==> src/hdl/atpg_pkg.sv <==
// ----------------------------------------------------------------------------
// atpg_pkg
// Shared widths, codes, constants and the job type of the test pattern block.
// ----------------------------------------------------------------------------
package atpg_pkg;

  localparam int COORD_BITS = 12;                  // raster coordinate width
  localparam int PAD_BITS   = COORD_BITS - 1;      // border width register
  localparam int GEO_BITS   = COORD_BITS + 2;      // signed geometry values
  localparam int SQ_BITS    = 2 * GEO_BITS;        // squared distances
  localparam int R2_BITS    = SQ_BITS + 1;         // sum of two squares
  localparam int KEY_BITS   = 10;
  localparam int TIME_BITS  = 32;
  localparam int COLOR_BITS = 24;
  localparam int ALPHA_BITS = 8;

  localparam int QDEPTH     = 4;
  localparam int QAW        = $clog2(QDEPTH);

  // configuration register indexes
  localparam logic [1:0] REG_FRAME_WIDTH    = 2'd0;
  localparam logic [1:0] REG_FRAME_HEIGHT   = 2'd1;
  localparam logic [1:0] REG_BORDER_PADDING = 2'd2;

  localparam logic [COORD_BITS-1:0] RST_FRAME_WIDTH    = COORD_BITS'(500);
  localparam logic [COORD_BITS-1:0] RST_FRAME_HEIGHT   = COORD_BITS'(550);
  localparam logic [PAD_BITS-1:0]   RST_BORDER_PADDING = PAD_BITS'(20);

  // input actions and key codes
  localparam logic ACT_PIXEL = 1'b0;
  localparam logic ACT_KEY   = 1'b1;
  localparam logic [KEY_BITS-1:0] KEY_UP   = KEY_BITS'('h67);
  localparam logic [KEY_BITS-1:0] KEY_DOWN = KEY_BITS'('h6C);

  localparam logic [TIME_BITS-1:0] RST_SPEED = TIME_BITS'(16);

  // shading constants
  localparam logic signed [GEO_BITS-1:0] RING_INSET = GEO_BITS'(8);
  localparam logic signed [GEO_BITS-1:0] RING_WIDTH = GEO_BITS'(32);
  localparam logic signed [GEO_BITS-1:0] LINE_HALF  = GEO_BITS'(6);
  localparam int SHIFT_INNER_R2 = 5;
  localparam int SHIFT_INNER_T  = 6;
  localparam int SHIFT_RING_T   = 5;
  localparam int SHIFT_OUTER_T  = 4;
  localparam logic [COLOR_BITS-1:0] COLOR_STEP   = COLOR_BITS'('h0080401);
  localparam logic [ALPHA_BITS-1:0] ALPHA_OPAQUE = 8'hff;
  localparam logic [ALPHA_BITS-1:0] ALPHA_CLEAR  = 8'h00;

  // one pixel to shade: position, frame time and end-of-frame flag
  typedef struct packed {
    logic [COORD_BITS-1:0] x;
    logic [COORD_BITS-1:0] y;
    logic [TIME_BITS-1:0]  t;
    logic                  last;
  } job_t;

endpackage

==> src/hdl/atpg_front.sv <==
// ----------------------------------------------------------------------------
// atpg_front
// Accepts beats, applies key events and walks the raster; queues pixel jobs.
// ----------------------------------------------------------------------------
module atpg_front (
  input  logic                           clk,
  input  logic                           rst_n,
  input  logic                           in_valid,
  output logic                           in_ready,
  input  logic                           in_action,
  input  logic [atpg_pkg::KEY_BITS-1:0]  in_key_code,
  input  logic [atpg_pkg::COORD_BITS-1:0] frame_width,
  input  logic [atpg_pkg::COORD_BITS-1:0] frame_height,
  input  logic [atpg_pkg::PAD_BITS-1:0]   border_padding,
  input  logic                           q_full,
  output logic                           q_push,
  output atpg_pkg::job_t                 q_job
);
  import atpg_pkg::*;

  logic [COORD_BITS-1:0] col_r, col_nxt;
  logic [COORD_BITS-1:0] row_r, row_nxt;
  logic                  in_frame_r, in_frame_nxt;
  logic [TIME_BITS-1:0]  ftime_r, ftime_nxt;
  logic [TIME_BITS-1:0]  speed_r, speed_nxt;

  logic                  accept;
  logic [COORD_BITS-1:0] pad_c;
  logic                  cur_ok;
  logic                  start_ok;
  logic [COORD_BITS-1:0] x_sel;
  logic [COORD_BITS-1:0] y_sel;
  logic [TIME_BITS-1:0]  t_sel;
  logic                  col_end;
  logic                  row_end;

  // c in [p, W-p) and r in [p, H-p), without signed math
  function automatic logic pos_active(input logic [COORD_BITS-1:0] c,
                                      input logic [COORD_BITS-1:0] r,
                                      input logic [COORD_BITS-1:0] w,
                                      input logic [COORD_BITS-1:0] h,
                                      input logic [PAD_BITS-1:0]   p);
    logic [COORD_BITS:0] c_lim;
    logic [COORD_BITS:0] r_lim;
    c_lim = {1'b0, c} + {2'b00, p};
    r_lim = {1'b0, r} + {2'b00, p};
    return ({1'b0, c} >= {2'b00, p}) && (c_lim < {1'b0, w}) &&
           ({1'b0, r} >= {2'b00, p}) && (r_lim < {1'b0, h});
  endfunction

  assign in_ready = !q_full;
  assign accept   = in_valid && in_ready;
  assign pad_c    = {1'b0, border_padding};

  always_comb begin
    cur_ok   = in_frame_r && pos_active(col_r, row_r, frame_width, frame_height,
                                        border_padding);
    start_ok = pos_active(pad_c, pad_c, frame_width, frame_height, border_padding);
    x_sel    = cur_ok ? col_r : pad_c;
    y_sel    = cur_ok ? row_r : pad_c;
    t_sel    = cur_ok ? ftime_r : ftime_r + speed_r;
    col_end  = ({1'b0, x_sel} + (COORD_BITS+1)'(1) + {2'b00, border_padding})
               >= {1'b0, frame_width};
    row_end  = ({1'b0, y_sel} + (COORD_BITS+1)'(1) + {2'b00, border_padding})
               >= {1'b0, frame_height};

    col_nxt      = col_r;
    row_nxt      = row_r;
    in_frame_nxt = in_frame_r;
    ftime_nxt    = ftime_r;
    speed_nxt    = speed_r;
    q_push       = 1'b0;
    q_job.x      = x_sel;
    q_job.y      = y_sel;
    q_job.t      = t_sel;
    q_job.last   = col_end && row_end;

    if (accept) begin
      if (in_action == ACT_KEY) begin
        if (in_key_code == KEY_UP) begin
          speed_nxt = speed_r + TIME_BITS'(1);
        end else if (in_key_code == KEY_DOWN) begin
          speed_nxt = speed_r - TIME_BITS'(1);
        end
      end else begin
        ftime_nxt = t_sel;
        if (!cur_ok && !start_ok) begin
          // empty active area: frame time moves, nothing is drawn
          col_nxt      = pad_c;
          row_nxt      = pad_c;
          in_frame_nxt = 1'b0;
        end else begin
          q_push = 1'b1;
          if (col_end) begin
            col_nxt = pad_c;
            if (row_end) begin
              row_nxt      = pad_c;
              in_frame_nxt = 1'b0;
            end else begin
              row_nxt      = y_sel + COORD_BITS'(1);
              in_frame_nxt = 1'b1;
            end
          end else begin
            col_nxt      = x_sel + COORD_BITS'(1);
            row_nxt      = y_sel;
            in_frame_nxt = 1'b1;
          end
        end
      end
    end
  end

  always_ff @(posedge clk) begin
    if (!rst_n) begin
      col_r      <= '0;
      row_r      <= '0;
      in_frame_r <= 1'b0;
      ftime_r    <= '0;
      speed_r    <= RST_SPEED;
    end else begin
      col_r      <= col_nxt;
      row_r      <= row_nxt;
      in_frame_r <= in_frame_nxt;
      ftime_r    <= ftime_nxt;
      speed_r    <= speed_nxt;
    end
  end

endmodule

==> src/hdl/atpg_queue.sv <==
// ----------------------------------------------------------------------------
// atpg_queue
// Small register FIFO of pixel jobs between the raster front and the shader.
// ----------------------------------------------------------------------------
module atpg_queue (
  input  logic           clk,
  input  logic           rst_n,
  input  logic           push,
  input  atpg_pkg::job_t push_job,
  output logic           full,
  input  logic           pop,
  output logic           empty,
  output atpg_pkg::job_t head_job
);
  import atpg_pkg::*;

  job_t             mem_r [QDEPTH];
  logic [QAW-1:0]   wr_ptr_r;
  logic [QAW-1:0]   rd_ptr_r;
  logic [QAW:0]     cnt_r;
  logic             do_push;
  logic             do_pop;

  assign full     = (cnt_r == (QAW+1)'(QDEPTH));
  assign empty    = (cnt_r == '0);
  assign do_push  = push && !full;
  assign do_pop   = pop && !empty;
  assign head_job = mem_r[rd_ptr_r];

  always_ff @(posedge clk) begin
    if (!rst_n) begin
      wr_ptr_r <= '0;
      rd_ptr_r <= '0;
      cnt_r    <= '0;
    end else begin
      if (do_push) begin
        wr_ptr_r <= wr_ptr_r + QAW'(1);
      end
      if (do_pop) begin
        rd_ptr_r <= rd_ptr_r + QAW'(1);
      end
      if (do_push && !do_pop) begin
        cnt_r <= cnt_r + (QAW+1)'(1);
      end else if (do_pop && !do_push) begin
        cnt_r <= cnt_r - (QAW+1)'(1);
      end
    end
  end

  always_ff @(posedge clk) begin
    if (do_push) begin
      mem_r[wr_ptr_r] <= push_job;
    end
  end

endmodule

==> src/hdl/atpg_shade.sv <==
// ----------------------------------------------------------------------------
// atpg_shade
// Four-stage shading pipeline: distance, squares, band select, color multiply.
// ----------------------------------------------------------------------------
module atpg_shade (
  input  logic                            clk,
  input  logic                            rst_n,
  input  logic [atpg_pkg::COORD_BITS-1:0] frame_width,
  input  logic [atpg_pkg::COORD_BITS-1:0] frame_height,
  input  logic [atpg_pkg::PAD_BITS-1:0]   border_padding,
  input  logic                            q_empty,
  input  atpg_pkg::job_t                  q_head,
  output logic                            q_pop,
  output logic                            out_valid,
  input  logic                            out_ready,
  output logic [31:0]                     out_pixel_value,
  output logic [atpg_pkg::COORD_BITS-1:0] out_pixel_x,
  output logic [atpg_pkg::COORD_BITS-1:0] out_pixel_y,
  output logic                            out_frame_end
);
  import atpg_pkg::*;

  // geometry, rebuilt from the config registers every cycle
  logic signed [GEO_BITS-1:0] dw_c, dh_c, halfw_c, halfh_c, hw_c, hh_c;
  logic signed [GEO_BITS-1:0] mn_c, o_c, i_c;
  logic signed [GEO_BITS-1:0] hw_r, hh_r, o_r, i_r;
  logic signed [SQ_BITS-1:0]  osq_s, isq_s;
  logic [SQ_BITS-1:0]         osq_r, isq_r;

  logic adv;

  // stage A
  logic signed [GEO_BITS-1:0] dx_c, dy_c, dxy_c, dsum_c;
  logic                       on_line_c;
  logic                       a_v_r;
  logic signed [GEO_BITS-1:0] a_dx_r, a_dy_r;
  logic [COORD_BITS-1:0]      a_x_r, a_y_r;
  logic                       a_last_r, a_line_r;
  logic [TIME_BITS-1:0]       a_ring_r, a_outer_r, a_tin_r;

  // stage B
  logic signed [SQ_BITS-1:0]  sqx_s, sqy_s;
  logic                       b_v_r;
  logic [SQ_BITS-1:0]         b_sqx_r, b_sqy_r;
  logic [COORD_BITS-1:0]      b_x_r, b_y_r;
  logic                       b_last_r, b_line_r;
  logic [TIME_BITS-1:0]       b_ring_r, b_outer_r, b_tin_r;

  // stage C
  logic [R2_BITS-1:0]         r2_c;
  logic [TIME_BITS-1:0]       base_c;
  logic                       c_v_r;
  logic [COLOR_BITS-1:0]      c_base_r;
  logic [COORD_BITS-1:0]      c_x_r, c_y_r;
  logic                       c_last_r, c_line_r;

  logic                       out_valid_r;

  // ---- geometry (C-style truncating halves) ----
  always_comb begin
    dw_c    = $signed({2'b00, frame_width}) - $signed({2'b00, border_padding, 1'b0});
    dh_c    = $signed({2'b00, frame_height}) - $signed({2'b00, border_padding, 1'b0});
    halfw_c = (dw_c + $signed(GEO_BITS'(dw_c[GEO_BITS-1]))) >>> 1;
    halfh_c = (dh_c + $signed(GEO_BITS'(dh_c[GEO_BITS-1]))) >>> 1;
    hw_c    = $signed({3'b000, border_padding}) + halfw_c;
    hh_c    = $signed({3'b000, border_padding}) + halfh_c;
    mn_c    = (hw_c < hh_c) ? hw_c : hh_c;
    o_c     = mn_c - RING_INSET;
    i_c     = o_c - RING_WIDTH;
  end

  assign osq_s = o_r * o_r;
  assign isq_s = i_r * i_r;

  always_ff @(posedge clk) begin
    hw_r  <= hw_c;
    hh_r  <= hh_c;
    o_r   <= o_c;
    i_r   <= i_c;
    osq_r <= $unsigned(osq_s);
    isq_r <= $unsigned(isq_s);
  end

  // ---- pipeline advance ----
  assign adv   = !out_valid_r || out_ready;
  assign q_pop = adv && !q_empty;

  always_comb begin
    dx_c   = $signed({2'b00, q_head.x}) - hw_r;
    dy_c   = $signed({2'b00, q_head.y}) - hh_r;
    dxy_c  = $signed({2'b00, q_head.x}) - $signed({2'b00, q_head.y});
    dsum_c = $signed({2'b00, q_head.x}) + $signed({2'b00, q_head.y})
             - $signed({2'b00, frame_height});
    on_line_c = (dxy_c <= LINE_HALF && dxy_c >= -LINE_HALF) ||
                (dsum_c <= LINE_HALF && dsum_c >= -LINE_HALF);
  end

  assign sqx_s = a_dx_r * a_dx_r;
  assign sqy_s = a_dy_r * a_dy_r;

  always_comb begin
    r2_c = {1'b0, b_sqx_r} + {1'b0, b_sqy_r};
    if (r2_c < {1'b0, isq_r}) begin
      base_c = TIME_BITS'(r2_c >> SHIFT_INNER_R2) + b_tin_r;
    end else if (r2_c < {1'b0, osq_r}) begin
      base_c = b_ring_r;
    end else begin
      base_c = b_outer_r;
    end
  end

  // valid bits
  always_ff @(posedge clk) begin
    if (!rst_n) begin
      a_v_r       <= 1'b0;
      b_v_r       <= 1'b0;
      c_v_r       <= 1'b0;
      out_valid_r <= 1'b0;
    end else if (adv) begin
      a_v_r       <= !q_empty;
      b_v_r       <= a_v_r;
      c_v_r       <= b_v_r;
      out_valid_r <= c_v_r;
    end
  end

  // payload
  always_ff @(posedge clk) begin
    if (adv) begin
      a_dx_r    <= dx_c;
      a_dy_r    <= dy_c;
      a_x_r     <= q_head.x;
      a_y_r     <= q_head.y;
      a_last_r  <= q_head.last;
      a_line_r  <= on_line_c;
      a_ring_r  <= TIME_BITS'(q_head.y) + (q_head.t >> SHIFT_RING_T);
      a_outer_r <= TIME_BITS'(q_head.x) + (q_head.t >> SHIFT_OUTER_T);
      a_tin_r   <= q_head.t >> SHIFT_INNER_T;

      b_sqx_r   <= $unsigned(sqx_s);
      b_sqy_r   <= $unsigned(sqy_s);
      b_x_r     <= a_x_r;
      b_y_r     <= a_y_r;
      b_last_r  <= a_last_r;
      b_line_r  <= a_line_r;
      b_ring_r  <= a_ring_r;
      b_outer_r <= a_outer_r;
      b_tin_r   <= a_tin_r;

      c_base_r  <= base_c[COLOR_BITS-1:0];
      c_x_r     <= b_x_r;
      c_y_r     <= b_y_r;
      c_last_r  <= b_last_r;
      c_line_r  <= b_line_r;

      out_pixel_value <= {(c_line_r ? ALPHA_CLEAR : ALPHA_OPAQUE),
                          COLOR_BITS'(c_base_r * COLOR_STEP)};
      out_pixel_x     <= c_x_r;
      out_pixel_y     <= c_y_r;
      out_frame_end   <= c_last_r;
    end
  end

  assign out_valid = out_valid_r;

endmodule

==> src/hdl/animated_test_pattern_generator.sv <==
// ----------------------------------------------------------------------------
// animated_test_pattern_generator
// Animated ring test pattern: one ARGB pixel per next-pixel beat.
// ----------------------------------------------------------------------------
// Each next-pixel beat on the in_ channel yields one out_ beat with the pixel
// at the current raster position of the active area (frame minus border),
// row by row; key beats (up 0x67 / down 0x6C) change the animation speed and
// yield nothing, as do pixel beats while the active area is empty. The block
// takes one beat per clock and delivers one pixel per clock while out_ready
// holds and the queue has room: the front advances the raster position on each
// accepted pixel beat, a 4-entry job queue follows, and the shader is a 4-stage
// pipeline ending in the output register. in_ready drops only while
// the queue is full, i.e. after the sink has stalled out_ready for a while.
// Config writes (cfg_index 0 width, 1 height, 2 border) are taken every
// cycle and must only be issued while no pixel is in flight.
// ----------------------------------------------------------------------------
module animated_test_pattern_generator (
  input  logic                            clk,
  input  logic                            rst_n,
  // config write channel
  input  logic                            cfg_valid,
  output logic                            cfg_ready,
  input  logic [1:0]                      cfg_index,
  input  logic [atpg_pkg::COORD_BITS-1:0] cfg_wdata,
  // input beats
  input  logic                            in_valid,
  output logic                            in_ready,
  input  logic                            in_action,
  input  logic [atpg_pkg::KEY_BITS-1:0]   in_key_code,
  // pixel beats
  output logic                            out_valid,
  input  logic                            out_ready,
  output logic [31:0]                     out_pixel_value,
  output logic [atpg_pkg::COORD_BITS-1:0] out_pixel_x,
  output logic [atpg_pkg::COORD_BITS-1:0] out_pixel_y,
  output logic                            out_frame_end
);
  import atpg_pkg::*;

  logic [COORD_BITS-1:0] frame_width_r;
  logic [COORD_BITS-1:0] frame_height_r;
  logic [PAD_BITS-1:0]   border_padding_r;

  logic q_push, q_full, q_pop, q_empty;
  job_t q_job, q_head;

  // config registers; the write port never stalls
  assign cfg_ready = 1'b1;

  always_ff @(posedge clk) begin
    if (!rst_n) begin
      frame_width_r    <= RST_FRAME_WIDTH;
      frame_height_r   <= RST_FRAME_HEIGHT;
      border_padding_r <= RST_BORDER_PADDING;
    end else if (cfg_valid && cfg_ready) begin
      unique case (cfg_index)
        REG_FRAME_WIDTH:    frame_width_r    <= cfg_wdata;
        REG_FRAME_HEIGHT:   frame_height_r   <= cfg_wdata;
        REG_BORDER_PADDING: border_padding_r <= cfg_wdata[PAD_BITS-1:0];
        default: ;  // unmapped index, dropped
      endcase
    end
  end

  // raster walk, key handling, frame time
  atpg_front u_front (
    .clk            (clk),
    .rst_n          (rst_n),
    .in_valid       (in_valid),
    .in_ready       (in_ready),
    .in_action      (in_action),
    .in_key_code    (in_key_code),
    .frame_width    (frame_width_r),
    .frame_height   (frame_height_r),
    .border_padding (border_padding_r),
    .q_full         (q_full),
    .q_push         (q_push),
    .q_job          (q_job)
  );

  // decouples the raster walk from output backpressure
  atpg_queue u_queue (
    .clk      (clk),
    .rst_n    (rst_n),
    .push     (q_push),
    .push_job (q_job),
    .full     (q_full),
    .pop      (q_pop),
    .empty    (q_empty),
    .head_job (q_head)
  );

  // shading pipeline; geometry regs, then their squares, are registered from the
  // config registers before any job can reach the stages that read them
  atpg_shade u_shade (
    .clk             (clk),
    .rst_n           (rst_n),
    .frame_width     (frame_width_r),
    .frame_height    (frame_height_r),
    .border_padding  (border_padding_r),
    .q_empty         (q_empty),
    .q_head          (q_head),
    .q_pop           (q_pop),
    .out_valid       (out_valid),
    .out_ready       (out_ready),
    .out_pixel_value (out_pixel_value),
    .out_pixel_x     (out_pixel_x),
    .out_pixel_y     (out_pixel_y),
    .out_frame_end   (out_frame_end)
  );

endmodule

==> config.mk <==
export PLATFORM = sky130hd
export DESIGN_NAME = animated_test_pattern_generator
export DESIGN_NICKNAME = d
export VERILOG_FILES = /design/src/hdl/atpg_pkg.sv /design/src/hdl/atpg_front.sv /design/src/hdl/atpg_queue.sv /design/src/hdl/atpg_shade.sv /design/src/hdl/animated_test_pattern_generator.sv
export SDC_FILE = /design/constraint.sdc
export NUM_CORES = 2
export LEC_CHECK = 0
export BUFFER_PORTS_ARGS = -buffer_cell sky130_fd_sc_hd__buf_4
export CAP_MARGIN = 10
export CORE_ASPECT_RATIO = 1.2
export CORE_UTILIZATION = 25
export DETAILED_ROUTE_END_ITERATION = 7
export GPL_TIMING_DRIVEN = 0
export PLACE_DENSITY_LB_ADDON = 0.1
export SETUP_SLACK_MARGIN = 0.3
export SKIP_LAST_GASP = 1
export SYNTH_ARGS = -nofsm -noshare
export SYNTH_HDL_FRONTEND = slang
export SYNTH_SLANG_ARGS = --single-unit
export TNS_END_PERCENT = 10
==> constraint.sdc <==
create_clock -name clk -period 16.8 [get_ports clk]
set_clock_uncertainty 0.15 [all_clocks]
set_input_delay 4.2 -clock clk [delete_from_list [all_inputs] [get_ports clk]]
set_output_delay 4.2 -clock clk [all_outputs]
set_load 0.005 [all_outputs]
==> flow_summary.toml <==
[run_status]
status = "completed"

[critical_path]
end_kind = "flip-flop"
crit_fanout = 15
path_common_cell = "a21oi_1"
crit_required_ns = 17.26
start_kind = "flip-flop"
reg2reg_depth = 50
max_stage_delay_ns = 1.18
path_delay_family = "buffers and inverters"
rr_endpoint = "u_front.col_r[10]$_SDFFE_PN0P_"
worstPathArrival_ns = 15.01
timing.rr.start = "border_padding_r[1]$_SDFFE_PN0P_"
r2r_setup_slack_ns = 2.25
cp.buffers_inverters = 7
crit_slowest_cell = "dfxtp_1"
crit_type = "flip-flop to flip-flop"

[synthesis]
async_flop_share_pct = 0
syn-num-nets = 8226
synth_simple_gate_area_share_pct = 11.3
synth_cell_types = 97
synth_fa_ha_area_share_pct = 33.2
ys_warn_count = 0
synth_xor_area_share_pct = 5.14
synth_ff_type = "edfxtp_1"
synth_compound_area_share_pct = 10.0
netlist_area_sq_um = 70700
synthCells = 6755
synth_mux_area_share_pct = 2.60
synth-seq-area-share_pct = 31.4
synth_top_family_by_area = "adder cells"
synth.avg_cell_area_sq_um = 10.5
ys_seq_elements = 816
synth_edf_count = 582

[worst_hold_path]
hold-path-cell-count = 0
hold_path_class = "flip-flop to flip-flop"
holdPathEnd = "u_shade.b_ring_r[18]$_DFFE_PN_"
hold_start = "u_shade.a_ring_r[18]$_DFFE_PN_"

[floorplan]
coreArea_sq_um = 281000
pin_count = 90
fp.dieArea_sq_um = 285000
start_util_pct = 25.2
num_rows = 213
die_x_um = 487
fp.dieH_um = 584

[clock_tree]
cts-root-buf = "clkbuf_16"
cts_buffers = 97
clock_latency_ns = 0.71
cts_setup_buffers = 0
cts_tree = "built"
clock_sinks = 816
cts_hold_repair.buffers = 0
ctsResizeCount = 0
clk_pin_slew_ns = 0.06
clock_path_buffers = 3
htree_levels = 3

[grt]
busiest_layer = "met2"
gr-total-overflow = 0
met2_usage_pct = 28.9
grt_pass1_wl_mm = 336
grt_max_degree = 126
grtUsageTotal_pct = 15.8
met1_usage_pct = 19.6
antenna_found_initial = 11
grt_pass1_vias = 51343
grt_use_met3_pct = 1.34

[sta]
final.min_clock_period_ns = 14.55
timing.slew.headroom_pct = 6.72
min_period_over_period_pct = 86.6
hold_viol = 0
clock.fmax_ghz = 0.0687
finalMaxSlewViolations = 0
fin_hold_ws_ns = 0.263
tightest_slew_ns = 1.40
setup_viol = 0
rsz0062_at_grt = "no"
setup_slack_ns = 2.25

[placed_design]
dp_slack_ns = 2.40
gp_congestion = 0.829
dp_hpwl_mm = 179
io_buffers = 87
dpl-instance-area_sq_um = 76400

[layout]
final-seq-area_sq_um = 22200
drive_gt1_share_pct = 5.74
multi_input_area_sq_um = 44100
layout.nets = 8431
mostFrequentLayoutCells = "1015 x inv_1, 724 x fa_1, 717 x ha_1, 582 x edfxtp_1, 576 x nand2_1"
nFillCells = 29518
area_growth_syn_to_layout_pct = 12.9
final_util_pct = 28.4
layout.cell_area.non_filler_sq_um = 79800
layout_commonest_cell = "inv_1"

[run]
maxCapViolCount = 0

[drt]
drtIter0Drc = 2345
routed_wl_mm = 223
routedWlPerCell_um = 20.6
ant_nets = 0
via_per_inst = 4.43
num_vias = 47866
route.detailed.drc = 0
dr.pass1.iters = 5
[cells by family (layout without fill, tap and decap cells)]
group                    count (synthesis)  after routing
AND/OR/NAND/NOR                       1666           1666
adder cells (fa/ha/maj)               1443           1443
buffers and inverters                 1189           1476
AO/OA/AOI/OAI                         1110           1110
flip-flops                             816            816
XOR/XNOR                               414            414
multiplexers                           116            116
other                                    1              5
[sequential cells by signal, summed over array words and instances (netlist names), 14 cells and up, named ones only]
name and count:
u_shade.b_sqy_r 27, u_shade.osq_r 27, u_shade.isq_r 23, u_shade.a_tin_r 24
u_shade.out_pixel_value 25, u_shade.o_r 14, u_shade.a_dx_r 14, u_queue.mem_r 204
u_shade.c_base_r 24, u_shade.a_dy_r 14, u_shade.b_ring_r 24, u_shade.a_outer_r 24
u_front.speed_r 30, u_shade.b_sqx_r 27, u_shade.hh_r 14, u_shade.hw_r 14
u_shade.b_tin_r 24, u_shade.b_outer_r 24, u_shade.a_ring_r 24, u_front.ftime_r 30
[routing by layer]
metal  up-vias  share of wire, %  wire length (um)
li1      23148                 -                 -
met1     23746                43             96400
met2       721                51            115000
met3       251               2.5              5480
met4         0               2.9              6390
met5         -                 0                 0
[worst max path at each step]
stage                                           startpoint                              to  slack, ns  cells past startpoint
after floorplan                                  out_ready   u_queue.cnt_r[2]$_SDFFE_PN0P_       2.24                      9
after global placement                           out_ready   u_queue.cnt_r[2]$_SDFFE_PN0P_      -3.41                     10
after detailed placement  border_padding_r[1]$_SDFFE_PN0P_  u_front.col_r[10]$_SDFFE_PN0P_       2.40                     50
after CTS                 border_padding_r[1]$_SDFFE_PN0P_   u_front.col_r[9]$_SDFFE_PN0P_       2.34                     51
after global routing      border_padding_r[1]$_SDFFE_PN0P_   u_front.col_r[9]$_SDFFE_PN0P_       1.52                     51
final                     border_padding_r[1]$_SDFFE_PN0P_  u_front.col_r[10]$_SDFFE_PN0P_       2.25                     50
[metrics by stage]
step / setup TNS (ns) / cells
after CTS: 0 / 10802
after detailed placement: 0 / 10621
after global routing: 0 / 10805
after global placement: -71.54 / 10604
after floorplan: 0 / 6755
final: 0 / 10808
[cells in the mapped netlist (7+ instances only)]
master	n	area share [%]
clkbuf_1	142	0.75
nor2_1	375	2.0
dfxtp_1	234	6.6
and3_1	35	0.31
buf_1	16	0.085
o31a_1	15	0.19
mux4_2	52	1.7
o21ai_0	218	1.5
nor2b_1	54	0.48
inv_1	1016	5.4
nor4_1	24	0.21
ha_1	717	13
nor3b_1	11	0.12
fa_1	724	21
or2_2	16	0.14
a41oi_1	12	0.15
nand3_1	90	0.64
nand3b_1	9	0.096
buf_4	8	0.085
a21o_1	101	1.1
o31ai_1	23	0.24
mux2i_1	47	0.67
o211ai_1	33	0.35
nand2_1	576	3.1
o21a_1	74	0.79
and2_1	220	1.9
a31oi_1	27	0.24
xor2_1	124	1.5
xnor2_1	289	3.6
or3_1	32	0.28
a211oi_1	30	0.32
a21oi_1	360	2.5
edfxtp_1	582	25
a2111oi_0	15	0.19
nor3_1	80	0.57
a21boi_0	37	0.39
or4_1	11	0.12
nand4_1	25	0.22
o41ai_1	9	0.11
nand2b_1	77	0.68
mux2_2	15	0.24
a211o_1	10	0.12
o22ai_1	7	0.062
o2111ai_1	12	0.15
o21bai_1	53	0.56
[cell type report]
| type | instances | share of cell area, % |
|---|---|---|
| multi-input cells | 4750 | 55.2 |
| flip-flops and latches | 816 | 27.8 |
| well taps | 3762 | 5.90 |
| inverters | 1017 | 4.79 |
| clock buffers | 116 | 3.27 |
| repair buffers | 106 | 1.22 |
| clock inverters | 65 | 0.980 |
| plain buffers | 172 | 0.864 |
| diodes | 4 | 0.0125 |
Power is not shown: default switching activity piles up to over one toggle a cycle in this logic, so the estimate is an artifact.
